`config.mk`:
```
export PLATFORM = sky130hd
export DESIGN_NAME = dodq_cell
export DESIGN_NICKNAME = d
export VERILOG_FILES = /design/src/rtl/dodq_pkg.sv /design/src/rtl/dodq_cell.sv
export SDC_FILE = /design/constraint.sdc
export NUM_CORES = 1
export LEC_CHECK = 0
export BUFFER_PORTS_ARGS = -buffer_cell sky130_fd_sc_hd__buf_2
export CAP_MARGIN = 30
export CORE_AREA = 2 2 166 168
export CTS_BUF_LIST = sky130_fd_sc_hd__clkbuf_16
export CTS_CLUSTER_SIZE = 14
export DETAILED_ROUTE_END_ITERATION = 7
export DIE_AREA = 0 0 168 170
export GPL_TIMING_DRIVEN = 0
export PLACE_DENSITY = 0.48
export SETUP_SLACK_MARGIN = 0.5
export SLEW_MARGIN = 20
export SYNTH_ARGS = -nofsm -noshare
export SYNTH_HDL_FRONTEND = slang
export SYNTH_SLANG_ARGS = --single-unit
```
`constraint.sdc`:
```
create_clock -name clk -period 5.65 [get_ports clk]
set_clock_uncertainty 0.1 [all_clocks]
set_input_delay 1.13 -clock clk [delete_from_list [all_inputs] [get_ports clk]]
set_output_delay 1.13 -clock clk [all_outputs]
set_load 0.1 [all_outputs]
```
`src/rtl/dodq_pkg.sv`:
```
// Shared types and codes for the deadline ordered dispatch queue.
// No dependencies; every other file of the block uses this package.
`default_nettype none

package dodq_pkg;

	// Command codes of an input item
	typedef enum logic [1:0] {
		CMD_ADD      = 2'd0,
		CMD_DISPATCH = 2'd1,
		CMD_COMPLETE = 2'd2
	} dodq_cmd_t;

	// Status codes of a result item
	typedef enum logic [2:0] {
		STS_ADDED      = 3'd0,
		STS_REJ_DRAIN  = 3'd1,
		STS_REJ_FULL   = 3'd2,
		STS_DISPATCHED = 3'd3,
		STS_NONE       = 3'd4,
		STS_COMPLETED  = 3'd5,
		STS_UNEXPECTED = 3'd6
	} dodq_status_t;

	localparam int unsigned KeyW = 32;
	localparam int unsigned DlW  = 48;
	localparam int unsigned IdW  = 32;
	localparam int unsigned OccW = 5;

	// Object payload held by one cell
	typedef struct packed {
		logic [KeyW-1:0] key;
		logic            hd;
		logic [DlW-1:0]  dl;
	} dodq_item_t;

	typedef struct packed {
		logic       valid;
		dodq_item_t item;
	} dodq_entry_t;

	// What a cell shows to its neighbors
	typedef struct packed {
		dodq_entry_t e;
		logic        ahead;
		logic        match;
	} dodq_link_t;

	// Broadcast control from the sequencer to all cells
	typedef struct packed {
		logic       capture;
		dodq_item_t cmp_item;
		logic       ins;
		logic       pop;
		logic       found;
		dodq_item_t ins_item;
	} dodq_ctl_t;

endpackage

`default_nettype wire

```
`src/rtl/dodq_cell.sv`:
```
// One slot of the sorted queue: holds an entry, compares it against the
// incoming object and picks its next entry from itself, a neighbor or the inserted object. Uses dodq_pkg.
`default_nettype none

module dodq_cell (
	input  wire                 clk,
	input  wire                 arst_n,
	input  dodq_pkg::dodq_ctl_t  ctl,
	input  dodq_pkg::dodq_link_t prev,
	input  dodq_pkg::dodq_link_t next,
	input  wire                 prev_lt,
	output logic                lt,
	output dodq_pkg::dodq_link_t cur
);
	import dodq_pkg::*;

	logic       valid_q;
	dodq_item_t item_q;
	logic       ahead_q;
	logic       match_q;
	logic       ahead_c;
	logic       ahead_p;
	dodq_item_t src;
	dodq_item_t ins_norm;

	// Match lies strictly after this slot while no match seen so far
	assign lt = prev_lt & ~match_q;

	assign cur.e.valid = valid_q;
	assign cur.e.item  = item_q;
	assign cur.ahead   = ahead_q;
	assign cur.match   = match_q;

	// Pick the entry for this slot after removing the match and inserting
	always_comb begin
		ins_norm    = ctl.ins_item;
		ins_norm.dl = ctl.ins_item.hd ? ctl.ins_item.dl : '0;
		ahead_c     = lt ? ahead_q : next.ahead;
		ahead_p     = prev_lt ? prev.ahead : ahead_q;
		if (ahead_c) begin
			src = lt ? item_q : next.e.item;
		end else if (ahead_p) begin
			src = ins_norm;
		end else begin
			src = prev_lt ? prev.e.item : item_q;
		end
	end

	// Occupancy of the slot
	always_ff @(posedge clk or negedge arst_n) begin
		if (!arst_n) begin
			valid_q <= 1'b0;
		end else if (ctl.pop) begin
			valid_q <= next.e.valid;
		end else if (ctl.ins) begin
			valid_q <= ctl.found ? valid_q : (valid_q | prev.e.valid);
		end
	end

	// Payload and compare flags
	always_ff @(posedge clk) begin
		if (ctl.capture) begin
			match_q <= valid_q && (item_q.key == ctl.cmp_item.key);
			ahead_q <= valid_q && (!ctl.cmp_item.hd ||
				(item_q.hd && (item_q.dl <= ctl.cmp_item.dl)));
		end
		if (ctl.pop) begin
			item_q <= next.e.item;
		end else if (ctl.ins) begin
			item_q <= src;
		end
	end

endmodule

`default_nettype wire

```
Word-level counts from Yosys, hierarchy flattened --
Cells that the tools add are included.
Word-level totals: register bits 84, bits in latches 0, memory bits (writable) 0, ROM bits 0, input port bits 337, output and inout port bits 85, word-level logic and storage cells 34, memories 0
Operators by class: add/sub/neg operators 0, $mul 0, div/mod/pow operators 0, $lt $le $gt $ge 1, equality and inequality tests 3, shift-type cells 0, mux-type cells 12, bitwise operators 3, reductions and logical operators 9
Operator list (count):
- $mux W81 | 6
- $le A48 B48 Y1 | 1
- $mux W48 | 1
- $eq A32 B32 Y1 | 1
- $mux W1 | 5
- $reduce_bool A4 Y1 | 1
- $logic_and A1 B1 Y1 | 3
- $ne A3 B3 Y1 const B | 1
- $reduce_and A3 Y1 | 1
- $ne A2 B1 Y1 const B | 1
- $reduce_and A2 Y1 | 1
- $reduce_bool A2 Y1 | 1
- $and A1 B1 Y1 | 1
- $logic_not A1 Y1 | 1
- $logic_or A1 B1 Y1 | 1
- $not A1 Y1 | 1
- $or A1 B1 Y1 | 1

Logic depth before layout (Yosys ltp) --
word-level depth 6, gate-level depth with buffers 8, gate-level depth less buffers 8

Worst setup path before layout --
OpenSTA, ideal clock, no wires.
path type in2reg, from input port prev_lt, to register item_q (netlist bit cur[10]), enable pin, setup time 438 ps, arrival time 3631 ps, data required time 5112 ps, path slack 1481 ps, cell stages on the path 3, path buffers 0, path through and2b_1 -> a21oi_1 -> a21o_1
On the way: cells in the longest elaborated chain, start to end 4, elaborated cells on any way between the ends 6, those cells by class eq/ne: 1; mux: 2; bitwise: 1; reduce/logical: 2
RTL lines:
- start, declared | line dodq_cell.sv:11 | input wire prev_lt,
- $and A1 B1 Y1 | line dodq_cell.sv:27 | assign lt = prev_lt & ~match_q;
- $mux W1 | line dodq_cell.sv:38 | ahead_c = lt ? ahead_q : next.ahead;
- $ne A3 B3 Y1 (no line) or $reduce_bool A4 Y1 (tied branches)
- $reduce_and A3 Y1 (no line) (*)
- end signal, assigned | line dodq_cell.sv:68 | item_q <= next.e.item;
- end signal, assigned | line dodq_cell.sv:70 | item_q <= src;
- end, declared | line dodq_cell.sv:18 | dodq_item_t item_q;
Every way passes the cells marked *; elsewhere a longest branch is shown, timed or not. A chain may end at the register's enable or synchronous reset.

Worst setup path in the final report --
from input port ctl[113] in the netlist's numbering, to register ahead_q (data pin)
On the way: cells in the longest elaborated chain, start to end 4
RTL lines:
- start, declared | line dodq_cell.sv:8 | input dodq_pkg::dodq_ctl_t ctl,
- $le A48 B48 Y1 | line dodq_cell.sv:65 | (item_q.hd && (item_q.dl <= ctl.cmp_item.dl)));
- $logic_and A1 B1 Y1 | line dodq_cell.sv:65
- $logic_or A1 B1 Y1 | line dodq_cell.sv:64 | ahead_q <= valid_q && (!ctl.cmp_item.hd ||
- $logic_and A1 B1 Y1 | line dodq_cell.sv:64
- end signal, assigned | line dodq_cell.sv:64
- end, declared | line dodq_cell.sv:19 | logic ahead_q;
Every way passes these cells.

==> results.md <==
* Status: finished clean
* Drt first pass iters at 5
* Final ANT Viol Nets at 0
* CP max FO at 2
* Worst IR drop on VDD at between 100 and 150 µV
* Grt ovf at 0
* Die Span Y at between 150 and 200 µm
* Final setup violating endpoints at 0
* Clock transition at path regs at 0.07 ns
* Crit path launch type: input port
* Cts-stage hold buffer count at 0
* Via count at roughly 6,800
* Combinational Power Share at about 43%
* #FFs+latches synth at 84
* Total GRT Usage at 18.2%
* RePlAce Congestion at roughly 0.9
* Non-Filler Instances at 1,459
* Commonest non-fill, non-tap cell in the layout: buf_2
* Clock sink count at between 80 and 90
* Pwr/cell area at between 200 and 300 nW/µm²
* Fmax at around 300 MHz
* Placed Cells at 1,440
* Utilization after layout at 32.9%
* Post-synth ARST share at around 1.2%
* Area growth from synthesis to layout at 49.6%
* First-pass GRT wire length at slightly below 40 mm
* Worst-Margin Slew at approximately 0.75 ns
* Sequential element share of the synthesized area at around 43%
* CP Data Arrival Time at 3.41 ns
* Row count at 60
* WL/cell at 18.6 µm
* Clock power frac at between 20% and 30%
* Detailed Route Iter0 Violations at 227
* Vias in the first global route at ~6,800
* Worst endpoint required time at 5.74 ns
* P_leak at approximately 4.2 nW
* Final-report max-slew violation count at 0
* Synthesized area at slightly below 6000 µm²
* CTS H-Tree Depth at 3
* I/O pins at between 400 and 500
* Pre-CTS setup slack at roughly 1.9 ns
* Yosys warnings at 0
* Most frequent cells in the layout: buf_2, nand2_1, nor2_1, edfxtp_1, a31oi_1
* Cells taking the most area after synthesis: edfxtp_1, ha_1, a31oi_1, nand2_1, nor2_1
* Fill count at 2,952
* Largest net degree at the start of global routing at roughly 50
* Reg power frac at about a third
* Share of layout cells above drive strength 1 at approximately two fifths
* Residual DRC at 0
* Skew-Pair Late Insertion Delay at between 0.3 and 0.4 ns
* Syn_nets at around 1,100
* Routed wire length at between 20 and 30 mm
* Synth area leader: edfxtp_1
* Switching power at about 1.2 mW
* Die width at 168 µm
* Ys flop type: edfxtp_1
* Syn_area_per_cell at around 8.6 µm²
* Post-CTS setup buffer count at 0
* HPWL Detailed at around 23 mm
* Kind of critical path: input port to register
* Setup ws final at 2.33 ns
* Synth Instances at 678
* Final period utilization at about 60%
* EDFF count, synth at between 80 and 90
* Post-cts resize count at 0
* Die area at between 20,000 and 30,000 µm²
* Port Buffer Count at between 400 and 500
* Nets@finish at 1,495
* Switch share at ~45%
* Initial cell density of the core at between 20 and 25%
* Synth top area share at a little over two fifths
* Distinct cell type count after synthesis at 39
* Crit end category: register
* CTS tree: yes
* Fin crit period at 3.32 ns
* Clock Tree Buf Depth at 2
* Worst hold slack at 0.441 ns
* Via/cell ratio at 4.64
* TritonCTS buffer count at 9
* Tightest Hold Check Type: input port to async pin
* Power Internal at roughly 1.4 mW
* Root buf cell: clkbuf_16
* Max_cap viols at 0
* Sum Neg Setup Slack at 0 ns
* Initial antenna violation count at 5
* Final hold vios at 0
* Core footprint at about 27,000 µm²
* RSZ-0062 raised after global routing: false
* Slew headroom at about 49%
## power groups by stage
stage          clock network (mW)  logic, mW  registers, mW
3_3_place_gp                    0       1.12          0.856
3_5_place_dp                    0       1.13          0.849
2_1_floorplan                   0      0.305           1.33
5_1_grt                     0.713       1.19          0.846
4_1_cts                     0.694       1.13          0.838
6_report                    0.666       1.11          0.836
## stage by stage
step	instance area (µm²)	power, mW
5_1_grt	8760	2.75
4_1_cts	8750	2.66
3_5_place_dp	8430	1.98
2_1_floorplan	5860	1.64
3_3_place_gp	8380	1.97
6_report	8760	2.61
## cell families (layout without fill, tap and decap cells)
logic type                 Yosys count  count (layout)  share of synthesized area [%]
muxes                                2               2                          0.363
other                                0               3                              0
xor gates and xnor gates            32              32                           4.79
DFF                                 84              84                           43.0
AOI/OAI and AO/OA                  125             125                           13.5
adders and majority gates           48              48                           10.3
and+or+nand+nor                    296             296                           21.7
buffers and inverters               91             528                           6.43
## path summary, 6_finish.rpt
check                           startpoint      end  slack (ns)  depth (start not counted)
worst max-delay path              ctl[113]  ahead_q        2.33                          9
worst min-delay path                arst_n  valid_q        0.44                          1
worst max register to register     cur[21]  ahead_q        2.80                          7
worst min register to register     cur[64]  match_q        0.65                          3
max in group asynchronous           arst_n  valid_q        4.93                          1
min in group clk                   cur[64]  match_q        0.65                          3
## cell usage after synthesis (7+ instances only)
cell	instances
a21o_1	7
a21oi_1	18
a31oi_1	82
buf_2	16
clkbuf_1	22
edfxtp_1	83
ha_1	48
inv_1	49
nand2_1	125
nand3_1	54
nand4_1	16
nor2_1	83
xnor2_1	28
## registers in the layout, indices dropped and copies added, names as in the netlist
register  flops
match_q       1
valid_q       1
ahead_q       1
cur          81
## final cells by class
class	instances	area (µm²)	share of cell area, %
multi-input combinational	503	2970	33.9
antenna	3	7.51	0.0857
sequential	84	2520	28.7
inverter	49	184	2.10
tap	341	427	4.87
clock inverter	7	100	1.14
clock buffer	9	225	2.57
buffer	42	193	2.20
timing repair buffer	421	2130	24.4
## routing by layer
layer | track usage (%) | share of wire, % | vias to the layer above
li1 | - | - | 3287
met1 | 19.4 | 37 | 3115
met2 | 34.0 | 52 | 317
met3 | 5.30 | 8.3 | 46
met4 | 6.43 | 3.0 | 4
met5 | 0 | 0.077 | -
## worst max-delay path, cell delays in order
cell and delay [ns]:
buf_2 0.07, inv_1 0.03, ha_1 0.30, a21o_1 0.16, a21o_1 0.17, a221o_1 0.39
a2111oi_1 0.73, o2111ai_1 0.22, nand2_1 0.21
Note: power is estimated with default switching activity, not from simulation.
